**src/psa_pkg.sv**
```systemverilog
// psa_pkg: shared types, constants and encoders for the paged slot allocator
// no dependencies; imported by every module of the block
`default_nettype none

package psa_pkg;

  localparam int SLOTS_PER_ROW = 8;
  localparam int MAX_ROWS      = 16;
  localparam int SLOT_W        = 7;
  localparam int CFG_W         = 5;
  localparam int ROW_W         = $clog2(MAX_ROWS);
  localparam int POS_W         = $clog2(SLOTS_PER_ROW);
  localparam int REM_W         = $clog2(SLOTS_PER_ROW + 1);
  localparam int QDEPTH        = 2;
  localparam int QPTR_W        = $clog2(QDEPTH);
  localparam int QCNT_W        = $clog2(QDEPTH + 1);

  localparam logic CMD_ALLOC = 1'b0;
  localparam logic CMD_FREE  = 1'b1;

  typedef enum logic [1:0] {
    ST_OK       = 2'd0,
    ST_NO_SLOT  = 2'd1,
    ST_NO_PAGE  = 2'd2,
    ST_BAD_FREE = 2'd3
  } status_t;

  typedef enum logic [1:0] {
    BK_IDLE,
    BK_SEL,
    BK_WR
  } back_state_t;

  typedef struct packed {
    logic              cmd;
    logic [SLOT_W-1:0] slot_id;
    logic              page_ok;
    logic              row_oob;
  } q_item_t;

  typedef struct packed {
    status_t           status;
    logic [SLOT_W-1:0] granted_slot;
    logic              page_taken;
    logic              page_released;
    logic [ROW_W-1:0]  row_touched;
  } res_t;

  function automatic logic [ROW_W-1:0] first_set_row(input logic [MAX_ROWS-1:0] v);
    logic [ROW_W-1:0] idx;
    idx = '0;
    for (int i = MAX_ROWS - 1; i >= 0; i--) begin
      if (v[i]) idx = ROW_W'(i);
    end
    return idx;
  endfunction

  function automatic logic [POS_W-1:0] first_zero_pos(input logic [SLOTS_PER_ROW-1:0] v);
    logic [POS_W-1:0] idx;
    idx = '0;
    for (int i = SLOTS_PER_ROW - 1; i >= 0; i--) begin
      if (!v[i]) idx = POS_W'(i);
    end
    return idx;
  endfunction

endpackage

`default_nettype wire

```
**src/psa_front.sv**
```systemverilog
// psa_front: row-count register and request classification
// depends on psa_pkg; feeds classified requests to psa_queue
`default_nettype none

module psa_front (
  input  wire                           clk,
  input  wire                           rst_n,
  input  wire                           cfg_valid,
  output logic                          cfg_ready,
  input  wire  [psa_pkg::CFG_W-1:0]     cfg_active_rows,
  input  wire                           in_valid,
  output logic                          in_stall,
  input  wire                           in_cmd,
  input  wire  [psa_pkg::SLOT_W-1:0]    in_slot_id,
  input  wire                           in_page_ok,
  input  wire                           q_full,
  output logic                          q_push,
  output psa_pkg::q_item_t              q_item,
  output logic [psa_pkg::CFG_W-1:0]     rows_in_use
);
  import psa_pkg::*;

  logic [CFG_W-1:0] active_rows_r;
  logic [ROW_W-1:0] in_row;

  always_ff @(posedge clk) begin
    if (!rst_n) begin
      active_rows_r <= CFG_W'(MAX_ROWS);
    end else if (cfg_valid && cfg_ready) begin
      active_rows_r <= cfg_active_rows;
    end
  end

  assign cfg_ready   = 1'b1;
  assign rows_in_use = (active_rows_r > CFG_W'(MAX_ROWS)) ? CFG_W'(MAX_ROWS) : active_rows_r;

  assign in_row   = in_slot_id[SLOT_W-1:POS_W];
  assign in_stall = q_full;
  assign q_push   = in_valid && !q_full;

  always_comb begin
    q_item.cmd     = in_cmd;
    q_item.slot_id = in_slot_id;
    q_item.page_ok = in_page_ok;
    q_item.row_oob = (CFG_W'(in_row) >= rows_in_use);
  end

endmodule

`default_nettype wire

```
**src/psa_queue.sv**
```systemverilog
// psa_queue: short request queue between front and back
// depends on psa_pkg for the entry type and depth
`default_nettype none

module psa_queue (
  input  wire                   clk,
  input  wire                   rst_n,
  input  wire                   push,
  input  psa_pkg::q_item_t      push_item,
  output logic                  full,
  input  wire                   pop,
  output logic                  q_valid,
  output psa_pkg::q_item_t      head
);
  import psa_pkg::*;

  q_item_t           mem_r [QDEPTH];
  logic [QPTR_W-1:0] wr_ptr_r;
  logic [QPTR_W-1:0] rd_ptr_r;
  logic [QCNT_W-1:0] count_r;
  logic              do_push;
  logic              do_pop;

  assign full    = (count_r == QCNT_W'(QDEPTH));
  assign q_valid = (count_r != '0);
  assign head    = mem_r[rd_ptr_r];
  assign do_push = push && !full;
  assign do_pop  = pop && q_valid;

  always_ff @(posedge clk) begin
    if (do_push) begin
      mem_r[wr_ptr_r] <= push_item;
    end
  end

  always_ff @(posedge clk) begin
    if (!rst_n) begin
      wr_ptr_r <= '0;
      rd_ptr_r <= '0;
      count_r  <= '0;
    end else begin
      if (do_push) wr_ptr_r <= wr_ptr_r + 1'b1;
      if (do_pop)  rd_ptr_r <= rd_ptr_r + 1'b1;
      if (do_push && !do_pop) begin
        count_r <= count_r + 1'b1;
      end else if (do_pop && !do_push) begin
        count_r <= count_r - 1'b1;
      end
    end
  end

endmodule

`default_nettype wire

```
**src/psa_back.sv**
```systemverilog
// psa_back: row selection, slot read-modify-write and result register
// depends on psa_pkg; takes requests from psa_queue
`default_nettype none

module psa_back (
  input  wire                        clk,
  input  wire                        rst_n,
  input  wire                        q_valid,
  input  psa_pkg::q_item_t           head,
  output logic                       pop,
  input  wire  [psa_pkg::CFG_W-1:0]  rows_in_use,
  output logic                       out_valid,
  input  wire                        out_stall,
  output psa_pkg::res_t              res
);
  import psa_pkg::*;

  back_state_t state_r, state_nxt;

  logic [SLOTS_PER_ROW-1:0] row_used_r   [MAX_ROWS];
  logic                     row_backed_r [MAX_ROWS];
  logic [REM_W-1:0]         row_rem_r    [MAX_ROWS];

  q_item_t          item_r;
  logic             sel_avail_r;
  logic [ROW_W-1:0] avail_row_r;
  logic             sel_unb_r;
  logic [ROW_W-1:0] unb_row_r;
  logic             out_valid_r;
  res_t             res_r;

  logic                sel_load;
  logic                commit;
  logic [MAX_ROWS-1:0] avail_vec;
  logic [MAX_ROWS-1:0] unb_vec;

  logic [ROW_W-1:0]         item_row;
  logic [POS_W-1:0]         item_pos;
  logic [ROW_W-1:0]         rd_row;
  logic [SLOTS_PER_ROW-1:0] rd_used;
  logic                     rd_backed;
  logic [REM_W-1:0]         rd_rem;
  logic [POS_W-1:0]         zero_pos;
  logic [REM_W-1:0]         rem_inc;

  logic                     wr_en;
  logic [SLOTS_PER_ROW-1:0] wr_used;
  logic                     wr_backed;
  logic [REM_W-1:0]         wr_rem;
  res_t                     res_nxt;

  // state machine
  always_comb begin
    state_nxt = state_r;
    unique case (state_r)
      BK_IDLE: if (q_valid) state_nxt = BK_SEL;
      BK_SEL:  state_nxt = BK_WR;
      BK_WR: begin
        if (commit) state_nxt = q_valid ? BK_SEL : BK_IDLE;
      end
      default: state_nxt = BK_IDLE;
    endcase
  end

  always_comb begin
    sel_load = 1'b0;
    commit   = 1'b0;
    pop      = 1'b0;
    unique case (state_r)
      BK_IDLE: pop = q_valid;
      BK_SEL:  sel_load = 1'b1;
      BK_WR: begin
        commit = !out_valid_r || !out_stall;
        pop    = commit && q_valid;
      end
      default: ;
    endcase
  end

  // row flags
  always_comb begin
    for (int r = 0; r < MAX_ROWS; r++) begin
      avail_vec[r] = (CFG_W'(r) < rows_in_use) && row_backed_r[r] && (row_rem_r[r] != '0);
      unb_vec[r]   = (CFG_W'(r) < rows_in_use) && !row_backed_r[r];
    end
  end

  // one row read port
  assign item_row  = item_r.slot_id[SLOT_W-1:POS_W];
  assign item_pos  = item_r.slot_id[POS_W-1:0];
  assign rd_row    = (item_r.cmd == CMD_FREE) ? item_row :
                     (sel_avail_r ? avail_row_r : unb_row_r);
  assign rd_used   = row_used_r[rd_row];
  assign rd_backed = row_backed_r[rd_row];
  assign rd_rem    = row_rem_r[rd_row];
  assign zero_pos  = first_zero_pos(rd_used);
  assign rem_inc   = rd_rem + 1'b1;

  always_comb begin
    wr_en     = 1'b0;
    wr_used   = rd_used;
    wr_backed = rd_backed;
    wr_rem    = rd_rem;
    res_nxt   = '{status: ST_OK, granted_slot: '0, page_taken: 1'b0,
                  page_released: 1'b0, row_touched: '0};
    if (item_r.cmd == CMD_FREE) begin
      if (item_r.row_oob || !rd_backed || !rd_used[item_pos]) begin
        res_nxt.status = ST_BAD_FREE;
      end else begin
        wr_en                = 1'b1;
        res_nxt.row_touched  = rd_row;
        if (rem_inc >= REM_W'(SLOTS_PER_ROW)) begin
          wr_used               = '0;
          wr_backed             = 1'b0;
          wr_rem                = '0;
          res_nxt.page_released = 1'b1;
        end else begin
          wr_used[item_pos] = 1'b0;
          wr_rem            = rem_inc;
        end
      end
    end else begin
      priority if (sel_avail_r) begin
        wr_en                = 1'b1;
        wr_used[zero_pos]    = 1'b1;
        wr_rem               = rd_rem - 1'b1;
        res_nxt.granted_slot = {rd_row, zero_pos};
        res_nxt.row_touched  = rd_row;
      end else if (!sel_unb_r) begin
        res_nxt.status = ST_NO_SLOT;
      end else if (!item_r.page_ok) begin
        res_nxt.status = ST_NO_PAGE;
      end else begin
        wr_en                = 1'b1;
        wr_used              = SLOTS_PER_ROW'(1);
        wr_backed            = 1'b1;
        wr_rem               = REM_W'(SLOTS_PER_ROW - 1);
        res_nxt.granted_slot = {rd_row, POS_W'(0)};
        res_nxt.page_taken   = 1'b1;
        res_nxt.row_touched  = rd_row;
      end
    end
  end

  always_ff @(posedge clk) begin
    if (pop) item_r <= head;
    if (sel_load) begin
      sel_avail_r <= (avail_vec != '0);
      avail_row_r <= first_set_row(avail_vec);
      sel_unb_r   <= (unb_vec != '0);
      unb_row_r   <= first_set_row(unb_vec);
    end
    if (commit) res_r <= res_nxt;
  end

  always_ff @(posedge clk) begin
    if (!rst_n) begin
      state_r     <= BK_IDLE;
      out_valid_r <= 1'b0;
      for (int r = 0; r < MAX_ROWS; r++) begin
        row_used_r[r]   <= '0;
        row_backed_r[r] <= 1'b0;
        row_rem_r[r]    <= '0;
      end
    end else begin
      state_r     <= state_nxt;
      out_valid_r <= commit || (out_valid_r && out_stall);
      if (commit && wr_en) begin
        row_used_r[rd_row]   <= wr_used;
        row_backed_r[rd_row] <= wr_backed;
        row_rem_r[rd_row]    <= wr_rem;
      end
    end
  end

  assign out_valid = out_valid_r;
  assign res       = res_r;

  a_wr_after_sel: assert property (@(posedge clk) disable iff (!rst_n)
    state_r == BK_WR && $past(state_r) != BK_WR |-> $past(state_r) == BK_SEL)
    else $error("write step not preceded by row select");

  a_commit_only_wr: assert property (@(posedge clk) disable iff (!rst_n)
    commit |-> state_r == BK_WR)
    else $error("result committed outside write step");

  a_taken_is_alloc: assert property (@(posedge clk) disable iff (!rst_n)
    commit && res_nxt.page_taken |-> item_r.cmd == CMD_ALLOC && res_nxt.status == ST_OK)
    else $error("page taken by a request that is not a good allocation");

  a_released_is_free: assert property (@(posedge clk) disable iff (!rst_n)
    commit && res_nxt.page_released |=> !row_backed_r[$past(rd_row)])
    else $error("released row still backed");

  for (genvar g = 0; g < MAX_ROWS; g++) begin : g_row_chk
    a_unbacked_clear: assert property (@(posedge clk) disable iff (!rst_n)
      !row_backed_r[g] |-> row_rem_r[g] == '0 && row_used_r[g] == '0)
      else $error("row without page holds slots");
  end

endmodule

`default_nettype wire

```
**src/paged_slot_allocator.sv**
```systemverilog
// paged_slot_allocator: top level of the paged slot allocator
// depends on psa_pkg, psa_front, psa_queue and psa_back
//
// usage:
//   in_*  channel: one request beat (cmd, slot_id, page_ok), taken when
//                  in_valid is high and in_stall is low
//   out_* channel: one result beat per request, in request order, taken
//                  when out_valid is high and out_stall is low
//   cfg_* channel: writes active_rows, taken when cfg_valid and cfg_ready
//                  are high; cfg_ready is always high, write only when idle
// a request goes from the queue to the back end's select and write steps
// the back end takes one request at a time: its row select step is
//   followed by its slot read-modify-write step on the row store
// a two-beat queue sits between front and back, so requests are still
//   accepted while a result waits in the output register, until it fills
// reset: all rows unbacked, all slots free, active_rows = 16, no results
// when out_stall is high the result holds; the back end waits with the
//   next request in its write step and the queue fills, then in_stall rises
`default_nettype none

module paged_slot_allocator (
  input  wire                         clk,
  input  wire                         rst_n,
  input  wire                         cfg_valid,
  output logic                        cfg_ready,
  input  wire  [psa_pkg::CFG_W-1:0]   cfg_active_rows,
  input  wire                         in_valid,
  output logic                        in_stall,
  input  wire                         in_cmd,
  input  wire  [psa_pkg::SLOT_W-1:0]  in_slot_id,
  input  wire                         in_page_ok,
  output logic                        out_valid,
  input  wire                         out_stall,
  output logic [1:0]                  out_status,
  output logic [psa_pkg::SLOT_W-1:0]  out_granted_slot,
  output logic                        out_page_taken,
  output logic                        out_page_released,
  output logic [psa_pkg::ROW_W-1:0]   out_row_touched
);
  import psa_pkg::*;

  logic             q_full;
  logic             q_push;
  q_item_t          q_item;
  logic             q_valid;
  q_item_t          q_head;
  logic             q_pop;
  logic [CFG_W-1:0] rows_in_use;
  res_t             res;

  psa_front u_front (
    .clk             (clk),
    .rst_n           (rst_n),
    .cfg_valid       (cfg_valid),
    .cfg_ready       (cfg_ready),
    .cfg_active_rows (cfg_active_rows),
    .in_valid        (in_valid),
    .in_stall        (in_stall),
    .in_cmd          (in_cmd),
    .in_slot_id      (in_slot_id),
    .in_page_ok      (in_page_ok),
    .q_full          (q_full),
    .q_push          (q_push),
    .q_item          (q_item),
    .rows_in_use     (rows_in_use)
  );

  psa_queue u_queue (
    .clk       (clk),
    .rst_n     (rst_n),
    .push      (q_push),
    .push_item (q_item),
    .full      (q_full),
    .pop       (q_pop),
    .q_valid   (q_valid),
    .head      (q_head)
  );

  psa_back u_back (
    .clk         (clk),
    .rst_n       (rst_n),
    .q_valid     (q_valid),
    .head        (q_head),
    .pop         (q_pop),
    .rows_in_use (rows_in_use),
    .out_valid   (out_valid),
    .out_stall   (out_stall),
    .res         (res)
  );

  assign out_status        = res.status;
  assign out_granted_slot  = res.granted_slot;
  assign out_page_taken    = res.page_taken;
  assign out_page_released = res.page_released;
  assign out_row_touched   = res.row_touched;

endmodule

`default_nettype wire

```
**config.mk**
```make
export PLATFORM = sky130hd
export DESIGN_NAME = paged_slot_allocator
export DESIGN_NICKNAME = d
export VERILOG_FILES = /design/src/psa_pkg.sv /design/src/psa_front.sv /design/src/psa_queue.sv /design/src/psa_back.sv /design/src/paged_slot_allocator.sv
export SDC_FILE = /design/constraint.sdc
export NUM_CORES = 1
export LEC_CHECK = 0
export ABC_AREA = 1
export BUFFER_PORTS_ARGS = -buffer_cell sky130_fd_sc_hd__buf_2
export CORE_ASPECT_RATIO = 0.75
export CORE_MARGIN = 2
export CORE_UTILIZATION = 45
export DETAILED_ROUTE_END_ITERATION = 8
export PLACE_DENSITY = 0.59
export SLEW_MARGIN = 20
export SYNTH_ARGS = -nofsm -noshare
export SYNTH_HDL_FRONTEND = slang
export SYNTH_SLANG_ARGS = --single-unit
```
**constraint.sdc**
```tcl
create_clock -name clk -period 6.5 [get_ports clk]
set_clock_uncertainty 0.05 [all_clocks]
set_input_delay 1.95 -clock clk [delete_from_list [all_inputs] [get_ports clk]]
set_output_delay 1.95 -clock clk [all_outputs]
set_load 0.02 [all_outputs]
```
Word-level counts from Yosys, hierarchy flattened:

Memory sizes are Yosys's and may differ from the RTL's. A register that Yosys moved wholly into a read port is not among the register bits.
Cells that the tools add are included.

* logic and storage cells: 290
* memories: 4
* output and inout bits: 18
* flip-flop bits (word level): 37
* bits in writable memories: 228

Memories
* u_back.row_used_r: depth 16, bits a word 8, rd ports 1, clocked after memory_dff 0, write ports 16, line psa_back.sv:20 `logic [SLOTS_PER_ROW-1:0] row_used_r [MAX_ROWS];`
* u_back.row_rem_r: depth 16, bits a word 4, rd ports 17, clocked after memory_dff 0, write ports 16, line psa_back.sv:22 `logic [REM_W-1:0] row_rem_r [MAX_ROWS];`
* u_queue.mem_r: depth 2, bits a word 10, rd ports 1, clocked after memory_dff 1, write ports 1, line psa_queue.sv:17 `q_item_t mem_r [QDEPTH];`
* u_back.row_backed_r: depth 16, bits a word 1, rd ports 17, clocked after memory_dff 0, write ports 16, line psa_back.sv:21 `logic row_backed_r [MAX_ROWS];`

* order comparisons: 23
* bitwise operators: 5
* equality and inequality tests: 5
* reductions and logical operators: 118
* add/sub/neg operators: 6
* mux-type cells: 108

Operator list (number)
* $mux 4: 33
* $mux 8: 9
* $reduce_bool 4->1: 16
* $logic_and 1x1->1: 58
* $mux 3: 16
* $lt 4x5->1 const A: 8
* $reduce_bool 16->1: 2
* $mux 1: 30
* $mux 2: 13
* $reduce_or 8->1: 3
* $logic_not 1->1: 23
* $lt 3x5->1 const A: 4
* $reduce_or 4->1: 3
* $lt 1x5->1 const A: 2
* $lt 2x5->1 const A: 2
* $and 8x8->8: 1
* $lt 3x4->1 const B: 2
* $not 8->8: 1
* $or 8x8->8: 1
* $mux 7: 1
* $demux 1 s3: 2
* $ge 3x1->1 const B: 2
* $pmux 2 s3: 1
* $reduce_or 2->1: 3
* other kinds (21): 29

Logic depth before layout (Yosys ltp):

Gate-level depths: netlist of the first run.

* depth in word-level cells: 20
* mapped depth: 24

Hierarchy:

Synthesis of the first run repeated with hierarchy kept, for this count alone.

* cells, all modules: 1734
* area total of the unflattened synthesis: 15024.4 um^2

Modules (own cells, without submodules)
* psa_back: instances 1, area an instance 13654.3 um^2, cells each 1605
* psa_queue: instances 1, area an instance 967.2 um^2, cells each 68
* psa_front: instances 1, area an instance 402.9 um^2, cells each 61

Worst setup path before layout of the first run:

OpenSTA, ideal clock, no wires.

* path kind: in2reg
* start point: in out_stall
* end point: mem u_back.row_rem_r[13][0] (netlist name), enable pin
* buffers on the path: 2
* path slack: 1520 ps
* data required time: 6100 ps
* arrival: 4580 ps
* setup time: 350 ps
* stages: 11
* cells stage by stage: nand2_1 inv_1 nor2_1 nand2_1 a21oi_2 nand2_2 buf_6 nor2_4 inv_2 buf_2 nand2_1

RTL lines
* start, declared: line paged_slot_allocator.sv:33 `input wire out_stall,`
* end, declared: line psa_back.sv:22

==> results of run 1 <==
## worst reg2reg max path, cell delays in order (launching register included)
cell and delay, ps:
edfxtp_1 630, nor2_8 110, nand2_4 280, nand2_1 110
inv_2 680, nand3_1 190, nand2_1 110, nand2_1 50
nand2_1 60, nand2_1 180, nand2_1 130, nor2_1 160
nand2_1 100, nand2_1 50, nor2_1 120, nand3_2 310
nand2_2 190, buf_4 340, nand4_2 120, buf_4 250
nand2_1 570
## where the power goes
| group | switching [µW] | leakage (µW) | internal (µW) |
|---|---|---|---|
| clock network | 710 | 0.000475 | 1010 |
| registers | 95.9 | 0.00272 | 2100 |
| logic | 2780 | 0.00359 | 791 |
## routing by layer
metal	part of all wire (%)	track usage, %	vias up
li1	-	-	5794
met1	46	42.3	5821
met2	41	38.0	624
met3	11	8.21	78
met4	2.0	5.90	2
met5	0.028	0	-
## cells by family after synthesis
| logic type | Yosys count | share of synthesized area (%) |
|---|---|---|
| xor gates and xnor gates | 2 | 0.118 |
| other | 1 | 0.0253 |
| DFF | 275 | 53.7 |
| AOI/OAI and AO/OA | 225 | 9.01 |
| and+or+nand+nor | 988 | 28.7 |
| buffers and inverters | 217 | 7.07 |
| adders and majority gates | 7 | 0.590 |
| muxes | 10 | 0.759 |
## cell type report
cell class | count | area (µm²) | share of cell area (%)
clock buffers | 40 | 797 | 4.90
clock inverters | 13 | 174 | 1.07
inverters | 108 | 405 | 2.49
multi-input cells | 1233 | 5840 | 35.9
flip-flops and latches | 275 | 7980 | 49.0
well taps | 442 | 553 | 3.40
repair buffers | 78 | 523 | 3.22
## registers in the layout, summed over array words and instances, names as in the netlist
register,count
u_back.row_used_r,128
u_back.row_rem_r,64
u_queue.mem_r,20
u_back.row_backed_r,16
u_back.res,15
u_back.item_r,7
u_front.active_rows_r,5
u_back.avail_row_r,4
u_back.unb_row_r,4
u_back.item_pos,3
u_back.state_r,2
u_queue.count_r,2
u_back.out_valid,1
u_back.sel_avail_r,1
u_back.sel_unb_r,1
u_queue.rd_ptr_r,1
u_queue.wr_ptr_r,1
## worst max-delay path by stage
stage,from,slack [ps],endpoint
3_5_place_dp,u_back.sel_avail_r$_DFFE_PN_,1470,u_back.row_used_r[7][2]$_SDFFCE_PN0P_
3_3_place_gp,u_back.sel_avail_r$_DFFE_PN_,1510,u_back.row_used_r[7][2]$_SDFFCE_PN0P_
2_1_floorplan,out_stall,1520,u_back.row_rem_r[13][0]$_SDFFCE_PN0P_
5_1_grt,u_back.sel_avail_r$_DFFE_PN_,1090,u_back.row_used_r[15][7]$_SDFFCE_PN0P_
6_report,u_back.sel_avail_r$_DFFE_PN_,1350,u_back.row_used_r[7][0]$_SDFFCE_PN0P_
4_1_cts,u_back.sel_avail_r$_DFFE_PN_,1450,u_back.row_used_r[7][0]$_SDFFCE_PN0P_
## stage by stage
step	std cells	area [µm²]	hold WS [ps]	worst slack, ps
finish	2189	16300	477	1350
global route	2189	16300	512	1090
CTS	2189	16300	477	1450
detailed placement	2136	15300	469	1470
global placement	2136	15300	459	1510
floorplan	1725	14800	430	1520
## synthesized netlist by cell type (3+ instances only)
master and n:
o211ai_1 4, buf_1 5, nor3_1 18, nand4_4 7
inv_1 102, a21oi_1 127, nor2_1 159, nand4_1 61
inv_2 5, nor4_1 7, buf_2 58, nand3_2 5
ha_1 7, mux2_2 10, a21oi_2 31, a21oi_4 3
or4_1 5, edfxtp_1 247, buf_4 23, o21ai_0 29
clkbuf_1 14, nand3_1 74, o21bai_1 10, nand2_2 7
o22ai_1 5, nand2_1 633, o21ai_1 8, buf_6 8
dfxtp_1 28
## layout by cell type, fill, tap and decap left out, types with 3 or more instances in the layout
| cell type | instances |
|---|---|
| nand2_2 | 6 |
| inv_1 | 102 |
| edfxtp_1 | 247 |
| clkbuf_1 | 8 |
| o211ai_1 | 4 |
| nand3_2 | 4 |
| or4_1 | 5 |
| o21ai_0 | 29 |
| nand3_1 | 74 |
| buf_2 | 35 |
| a21oi_1 | 126 |
| clkbuf_8 | 3 |
| nand4_4 | 7 |
| inv_2 | 5 |
| clkinv_2 | 5 |
| nor4_1 | 7 |
| o22ai_1 | 5 |
| o21bai_1 | 10 |
| a21oi_4 | 3 |
| mux2_2 | 10 |
| dfxtp_1 | 28 |
| clkbuf_16 | 29 |
| nand2_1 | 633 |
| bufinv_16 | 4 |
| buf_4 | 41 |
| a21oi_2 | 32 |
| nand2_4 | 3 |
| nor3_1 | 18 |
| nand4_1 | 61 |
| ha_1 | 7 |
| o21ai_1 | 8 |
| nor2_1 | 157 |
==> results by group, run 1 <==
Worst setup path
  • CP bufs+invs: 3
  • CP Launch Type: flop
  • WP depth: 20
  • Crit path max-delay family: simple AND/OR/NAND/NOR gates
  • Setup crit end kind: flop
  • RR Startpoint: u_back.sel_avail_r$_DFFE_PN_
  • R2R depth: 20
  • CP Max Fanout: 39
  • Worst R2R Setup Slack: 1350 ps
  • R2R Path End: u_back.row_used_r[7][0]$_SDFFCE_PN0P_
  • Critical Path Max Stage Delay: 670 ps
  • Kind of critical path: reg2reg
  • CP Cell Sequence: nor2_8 -> nand2_4 -> nand2_1 -> inv_2 -> nand3_1 -> nand2_1 -> nand2_1 -> nand2_1 -> nand2_1 -> nand2_1 -> nor2_1 -> nand2_1 -> nand2_1 -> nor2_1 -> nand3_2 -> nand2_2 -> buf_4 -> nand4_2 -> buf_4 -> nand2_1
  • WP data required: 6640 ps
  • Max stage delay cell, worst path: inv_2
  • CP most frequent cell: nand2_1
  • CP arrival: 5290 ps

Place
  • Gpl congestion: 0.966
  • Port bufs: 35
  • Final HPWL DP: 31500 µm

Synthesis
  • Number of synthesized flops with an enable pin: 247
  • Syn_nets: 1751
  • Mean post-synth cell area: roughly 8.6 µm²
  • Synth area leaders: edfxtp_1 (50%), nand2_1 (16%), a21oi_1 (4.3%)
  • Top cell type's share of synthesized area: 50.0%
  • Yosys reg bits: approximately 280
  • Post-synth top flop: edfxtp_1
  • Asr flop ratio synth: 0%
  • Seq/Total Area, Yosys: a little over half
  • Yosys warns: 0
  • Yosys top cell by area: edfxtp_1
  • Synth cell types: 48
  • Post-Synthesis Cell Area: 14800 µm²
  • Synthesized instance count: 1725

Timing
  • RSZ-0062 raised after global routing: no
  • Slew Limit Fails: 0
  • Tmin final: slightly above 5000 ps
  • Setup TNS: 0 ps
  • Tcrit/Tclk final: 79.2%
  • Final setup viols: 0
  • Maximum clock rate: 194 MHz
  • Final hold violation count: 0
  • Slew HR: 29.6%
  • Slew @ Worst Pin: 1050 ps

Floorplanning
  • Die height: 161 µm
  • Starting density of the core: 45.7%
  • Chip width: 214 µm
  • Die Area: ~34000 µm²
  • Core ar.: 32400 µm²
  • IO Count: 37
  • Row Count: 57

Global route
  • GRT Resource Usage Total: around 28%
  • Vias in the first global route: 11200
  • GRT overflow: 0
  • First-pass GRT wire length: slightly above 70000 µm
  • Initial antenna violation count: 1
  • Largest net degree at the start of global routing: 95

Clock tree
  • CTS HTree Levels: 1
  • CTS tree: built
  • Hold Buf Count CTS: 0
  • Clk buf depth: 3
  • Sink Count: between 200 and 300
  • Clk Tree Root Cell: clkbuf_16
  • CTS buffer count: 29
  • CTS clock-pin slew for the worst setup and hold paths: around 60 ps
  • Clk_lat worst skew: 570 ps
  • Setup bufs post-CTS: 0
  • Post-CTS sizing: 0

Outcome
  • Status: completed

Hold path
  • Hold EP: u_back.out_valid$_SDFF_PN0_
  • Min-Delay Path Class: reg2reg
  • Worst hold path startpoint: u_back.out_valid$_SDFF_PN0_
  • Worst Hold Depth: 2

Detailed routing
  • Via count: around 12000
  • Post-route antenna net violation count: 0
  • DR pass1 iterations: 8
  • Residual DRC: 0
  • 1st-iter DRT viols: 1377
  • Detailed Route WL: ~47000 µm
  • Detailed-route wire length per cell: 21.4 µm
  • Vias per cell: 5.63

Final layout
  • Layout cells sized above 1: between 10% and 20%
  • Core Util, Final: 50.1%
  • Number of diodes: 0
  • Fin nets: 1751
  • P&R area growth vs syn: 9.59%
  • Fillcell total: between 3000 and 4000

Power and ir drop
  • P per Cell Area: 461 nW/µm²
  • Worst VDD drop: 0.287 mV
  • Pleak: 0.00679 µW
  • Total Power: 7500 µW

Run
  • Max cap viols: 0
No activity file was read; power rests on OpenSTA's default activity.
==> run 2: changes to the inputs <==
clock period = 4.9 ns   (was 6.5 ns; I/O delays follow)
==> run 2 against run 1 <==
Sequential share of layout area fell by 0.36 points. First-iteration DRC count rose by 1.9%. Combinational power rose by 40%. Routed wire length fell by 1.8%. Fmax rose by 9.2%. Final cell count rose by 0.59%. Global-route usage fell by 0.46 points. Setup slack got worse by 1200 ps. Sequential power rose by 33%. Via count rose by 1.6%.
==> results by group, run 2 (synthesis gave the netlist of run 1 again) <==
Worst setup path
  • CP Cell Sequence: inv_2 -> buf_4 -> nand2_2 -> nor2_1 -> a21oi_4 -> nand2_1 -> a21oi_2 -> buf_4 -> nand2_1 -> nand2_1 -> inv_1 -> nand2_1 -> nand3_1 -> nand2_1 -> nand2_2 -> nor3_2 -> inv_1 -> nand3_2 -> nor2_1
  • Setup crit end kind: flop
  • Crit path max-delay family: simple AND/OR/NAND/NOR gates
  • Max stage delay cell, worst path: a21oi_2
  • CP most frequent cell: nand2_1
  • Critical Path Max Stage Delay: 660 ps
  • CP arrival: 4950 ps
  • CP bufs+invs: 5
  • CP Max Fanout: 16
  • CP Launch Type: flop
  • Kind of critical path: reg2reg
  • WP data required: about 5000 ps

Clock tree
  • CTS tree: built
  • Hold Buf Count CTS: 0
  • Sink Count: roughly 280
  • CTS HTree Levels: 1
  • Clk buf depth: 3
  • Clk_lat worst skew: 570 ps
  • CTS clock-pin slew for the worst setup and hold paths: roughly 60 ps
  • Clk Tree Root Cell: clkbuf_16
  • CTS buffer count: 28

Global route
  • Met3 Use GR: 5.41%
  • Met1 usage: 43.1%
  • GRT overflow: 0
  • Met2 GRT Util: between 30 and 40%
  • Initial antenna violation count: 0
  • Gr busiest metal: met1
  • Vias in the first global route: 11500
  • First-pass GRT wire length: 70100 µm
  • Largest net degree at the start of global routing: between 90 and 100
  • GRT Resource Usage Total: 27.1%

Place
  • Post-Place Cells: 2147
  • Final HPWL DP: 31400 µm
  • Port bufs: 35
  • Gpl congestion: 0.951
  • Area after DPL: 15400 µm²

Timing
  • Fin Hold WS: 471 ps
  • Tmin final: approximately 4700 ps
  • Final hold violation count: 0
  • Maximum clock rate: 212 MHz
  • Tcrit/Tclk final: a little over nine tenths
  • Slew HR: between 30 and 40%
  • Slew Limit Fails: 0
  • Slew @ Worst Pin: ~940 ps
  • Final setup viols: 0
  • Setup TNS: 0 ps
  • RSZ-0062 raised after global routing: no

Hold path
  • Min-Delay Path Class: reg2reg

Final layout
  • Fin nets: 1764
  • Layout cells sized above 1: 12.6%
  • Largest Register: u_back.row_used_r
  • Most common cell after layout, fill and taps aside: nand2_1
  • Max reg flops: 128
  • Leading cell types in the layout, fill and taps excluded: nand2_1 (621), edfxtp_1 (247), nor2_1 (157), a21oi_1 (126), inv_1 (102)
  • Largest registers: u_back.row_used_r x128, u_back.row_rem_r x64, u_queue.mem_r x20
  • Fillcell total: 3123
  • Area taken by multi-input logic gates: 5880 µm²
  • Number of diodes: 0
  • Storage cell area: 7980 µm²
  • P&R area growth vs syn: 10.4%
  • Final Cell Area: 16400 µm²
  • Core Util, Final: 50.5%
  • Final Non-Filler Cells: 2202

Detailed routing
  • Via count: approximately 13000
  • Vias per cell: 5.68
  • DR pass1 iterations: 5
  • Residual DRC: 0
  • 1st-iter DRT viols: 1403
  • Detailed-route wire length per cell: 20.9 µm
  • Detailed Route WL: around 46000 µm
  • Post-route antenna net violation count: 0

Power and ir drop
  • Pleak: a little under 0.007 µW
  • Worst VDD drop: 0.450 mV
  • P per Cell Area: ~620 nW/µm²

Floorplanning
  • IO Count: 37
  • Die height: 161 µm
  • Row Count: 57
  • Core ar.: ~32000 µm²
  • Die Area: 34500 µm²
  • Chip width: 214 µm
  • Starting density of the core: between 40% and 50%

Outcome
  • Status: completed

Run
  • Max cap viols: 0
run 2: changes by cell type in the layout (fill, tap and decap cells not counted), moves of 4 or more:
| cell | previous run | this run |
|---|---|---|
| nand2_1 | 633 | 621 |
| nand2_2 | 6 | 18 |
| buf_4 | 41 | 52 |
| clkinv_1 | 2 | 10 |
| clkbuf_1 | 8 | 4 |
run 2: worst paths after layout:
check,endpoint,slack (ps),from,cells past startpoint
worst max register to register,u_back.row_used_r[12][0]$_SDFFCE_PN0P_,190,u_back.item_r[9]$_DFFE_PP_,19
worst min register to register,u_back.out_valid$_SDFF_PN0_,470,u_back.out_valid$_SDFF_PN0_,2
worst max-delay path,u_back.row_used_r[12][0]$_SDFFCE_PN0P_,190,u_back.item_r[9]$_DFFE_PP_,19
worst min-delay path,u_back.out_valid$_SDFF_PN0_,470,u_back.out_valid$_SDFF_PN0_,2
run 2: layout make-up:
cell class	instances	share of cell area [%]
multi-input cells	1233	35.9
flip-flops and latches	275	48.7
clock buffers	33	4.52
well taps	442	3.37
inverters	108	2.47
clock inverters	19	1.03
repair buffers	92	4.06
run 2: repair_timing:
action	CTS	global route
buffers inserted	0	3
endpoints found under the setup margin	0	168
gates resized for setup	0	13
endpoints found under the hold margin	0	0
run 2: layer usage:
metal  vias to the layer above  wire length [µm]
li1                       5820                 -
met1                      6017             21600
met2                       601             18800
met3                        78              4540
met4                         0              1020
met5                         -                 0
run 2: per-stage QoR:
step | total power (µW) | setup slack (ps)
global route | 10600 | 21.7
floorplan | 6140 | 400
finish | 10100 | 188
global placement | 7750 | 272
detailed placement | 7770 | 209
CTS | 9920 | 167
run 2: power by group:
group	total [µW]	switching (µW)	leakage, µW	internal (µW)
registers	2920	133	0.00272	2790
logic	4990	3760	0.00366	1240
clock network	2170	939	0.000427	1230
run 2: worst min-delay path, cell delays in order, from the launching register on:
cell and delay [ps]:
dfxtp_1 310, nand2_1 90, a21oi_1 70
==> run 3: changes to the inputs <==
BUFFER_PORTS_ARGS = -buffer_cell sky130_fd_sc_hd__clkbuf_2   (was -buffer_cell sky130_fd_sc_hd__buf_2)
SYNTH_HIERARCHICAL = 1   (was default)
==> run 3 against run 2 <==
Sequential share of layout area shrank 0.30 points. Die area increased by 1.2%. Sequential cell count is 1 higher. Hold slack lost 21 ps. Critical path depth did not move. Via count shrank 0.34%. Synthesized cell count is 0.52% higher. Core utilization rose by 0.11 points. Global-route usage rose by 0.66 points. Setup slack better by 170 ps. Register-to-register slack better by 170 ps.
==> results by group, run 3 <==
Synthesis
  • Synth cell types: 54
  • Number of synthesized flops with an enable pin: 247
  • Yosys warns: 6
  • Post-Synthesis Cell Area: 15000 µm²
  • Synth area leaders: edfxtp_1 (49%), nand2_1 (14%), nor2_1 (4.4%)
  • Yosys reg bits: 276
  • Synthesized instance count: ~1700
  • Yosys top cell by area: edfxtp_1
  • Asr flop ratio synth: 0%
  • Synth cell count leaders: nand2_1 (580), edfxtp_1 (247), nor2_1 (178), inv_1 (157), a21oi_1 (129)
  • Top cell type's share of synthesized area: 49.4%
  • Seq/Total Area, Yosys: 53.2%
  • Mean post-synth cell area: 8.66 µm²
  • Syn_nets: ~1800
  • Top-count cell post-synth: nand2_1
  • Post-synth top flop: edfxtp_1

Timing
  • Fin Hold WS: about 450 ps
  • Slew @ Worst Pin: 1100 ps
  • Maximum clock rate: roughly 220 MHz
  • Tcrit/Tclk final: 92.7%
  • Tmin final: roughly 4500 ps
  • Final hold violation count: 0
  • Slew Limit Fails: 0
  • RSZ-0062 raised after global routing: no
  • Final setup viols: 0
  • Slew HR: 25.8%
  • Setup TNS: 0 ps

Final layout
  • Final Cell Area: 16500 µm²
  • Most common cell after layout, fill and taps aside: nand2_1
  • Number of diodes: 0
  • Layout cells sized above 1: 14.8%
  • Largest Register: u_back/row_used_r
  • Final Non-Filler Cells: 2218
  • P&R area growth vs syn: 10.0%
  • Leading cell types in the layout, fill and taps excluded: nand2_1 (580), edfxtp_1 (247), nor2_1 (178), inv_1 (157), a21oi_1 (129)
  • Max reg flops: 128
  • Largest registers: u_back/row_used_r x128, u_back/row_rem_r x64, u_queue/mem_r x20
  • Fin nets: 1780

Worst setup path
  • CP Launch Type: flop
  • CP most frequent cell: nand2_1
  • Max stage delay cell, worst path: nand2_1
  • WP data required: 5050 ps
  • Critical Path Max Stage Delay: 610 ps
  • CP arrival: 4690 ps
  • Setup crit end kind: flop
  • Kind of critical path: reg2reg
  • CP Cell Sequence: inv_4 -> nand3_4 -> nand2_2 -> nor2_4 -> nor2_2 -> buf_4 -> nand2_1 -> nand4_1 -> nand2_1 -> nand2_1 -> nor2_1 -> nand2_1 -> nor2_4 -> nand2_2 -> nor2_8 -> nand2_4 -> nand2_4 -> nand3_1 -> nand2_1
  • CP Max Fanout: 22

Global route
  • Vias in the first global route: 11400
  • First-pass GRT wire length: 72200 µm
  • GRT overflow: 0
  • Initial antenna violation count: 1
  • GRT Resource Usage Total: 27.7%
  • Largest net degree at the start of global routing: 49

Place
  • Gpl congestion: 0.962
  • Port bufs: 35
  • Post-Place Cells: 2166
  • Area after DPL: 15500 µm²
  • Final HPWL DP: 34400 µm

Clock tree
  • CTS HTree Levels: 1
  • CTS clock-pin slew for the worst setup and hold paths: 60 ps
  • Clk buf depth: 3
  • CTS tree: built
  • Post-CTS sizing: 0
  • Clk Tree Root Cell: clkbuf_16
  • CTS buffer count: 28
  • Clk_lat worst skew: ~570 ps
  • Sink Count: between 200 and 300
  • Hold Buf Count CTS: 0
  • Setup bufs post-CTS: 0

Power and ir drop
  • Pint: 5620 µW
  • P per Cell Area: 684 nW/µm²
  • Sw frac: 50.4%
  • Comb pwr share: 52.9%
  • Pleak: approximately 0.0069 µW
  • Seq pwr share: 26.1%
  • Worst VDD drop: 0.534 mV
  • Clock share of power: between 20% and 30%
  • Switching power: approximately 5700 µW
  • Total Power: 11300 µW

Outcome
  • Status: completed

Detailed routing
  • Vias per cell: 5.62
  • Residual DRC: 0
  • Via count: 12500
  • Detailed Route WL: 48100 µm
  • Detailed-route wire length per cell: 21.7 µm
  • 1st-iter DRT viols: 1611
  • DR pass1 iterations: 9
  • Post-route antenna net violation count: 0

Hold path
  • Min-Delay Path Class: reg2reg

Floorplanning
  • Starting density of the core: 46.0%
  • Row Count: 57
  • Chip width: 215 µm
  • Die Area: around 35000 µm²
  • IO Count: 37
  • Die height: ~160 µm
  • Core ar.: 32700 µm²

Run
  • Max cap viols: 0
[run 3: changes by cell type after synthesis, moves of 8 or more]
cell	previous run	this run
nand2_2	7	15
buf_6	8	18
o21bai_1	10	0
nor2_1	159	178
nand2_1	633	580
nand4_1	61	27
nand3_4	0	11
inv_1	102	157
nand3_1	74	47
buf_2	58	39
nor2_2	0	10
[run 3: power by group through the flow]
stage / Combinational (µW) / Clock, µW / Sequential, µW
final: 5990 / 2380 / 2950
after global routing: 6380 / 2510 / 2970
after CTS: 5820 / 2410 / 2950
after detailed placement: 5800 / 0 / 3000
after global placement: 5780 / 0 / 2990
after floorplan: 3840 / 0 / 2950
[run 3: area by class of cell]
class                           instances  area [µm²]
Clock buffer                           37         776
Inverter                              171         648
Fill cell                            3146       16100
Clock inverter                         15         244
Tap cell                              442         553
Multi-Input combinational cell       1192        5740
Sequential cell                       276        8000
Timing Repair Buffer                   85         576
[run 3: layer usage]
metal / up-vias / GRT usage (%) / share of wire, % / wire [µm]
met5: - / 0 / 0.023 / 11
met2: 739 / 38.8 / 40 / 19400
met1: 5914 / 43.4 / 46 / 22000
met4: 2 / 5.61 / 2.1 / 991
met3: 81 / 6.54 / 12 / 5630
li1: 5738 / - / - / -
[run 3: path summary, 6_finish.rpt]
| path | start | end | slack [ps] | cells after the start |
|---|---|---|---|---|
| hold / removal | u_queue/wr_ptr_r$_SDFFE_PN0P_ | u_queue/wr_ptr_r$_SDFFE_PN0P_ | 450 | 2 |
| setup reg to reg | u_back/item_r[9]$_DFFE_PP_ | u_back/row_rem_r[15][0]$_SDFFCE_PN0P_ | 360 | 19 |
| setup / recovery | u_back/item_r[9]$_DFFE_PP_ | u_back/row_rem_r[15][0]$_SDFFCE_PN0P_ | 360 | 19 |
| hold reg to reg | u_queue/wr_ptr_r$_SDFFE_PN0P_ | u_queue/wr_ptr_r$_SDFFE_PN0P_ | 450 | 2 |
[run 3: cells by family (layout without fill, tap and decap cells)]
kind of cell,count (synthesis),in the layout,share of synthesized area [%]
AO/OA/AOI/OAI,233,233,9.16
buffers and inverters,266,308,8.63
other,1,1,0.0250
XOR/XNOR,1,1,0.0583
multiplexers,10,10,0.750
flip-flops,276,276,53.2
adder cells (fa/ha/maj),7,7,0.583
AND/OR/NAND/NOR,940,940,27.6
[run 3: worst max-delay path, delay by kind of cell, from the launching register on]
| kind | cells | cell delay, ps |
|---|---|---|
| AND/OR/NAND/NOR | 17 | 3110 |
| buffers and inverters | 2 | 430 |
| flip-flops | 1 | 540 |
[run 3: stage by stage]
step	setup WS, ps	util, %
6_report	358	50.6
5_1_grt	167	50.6
3_3_place_gp	606	47.5
2_1_floorplan	1310	-
4_1_cts	500	50.6
3_5_place_dp	520	47.5
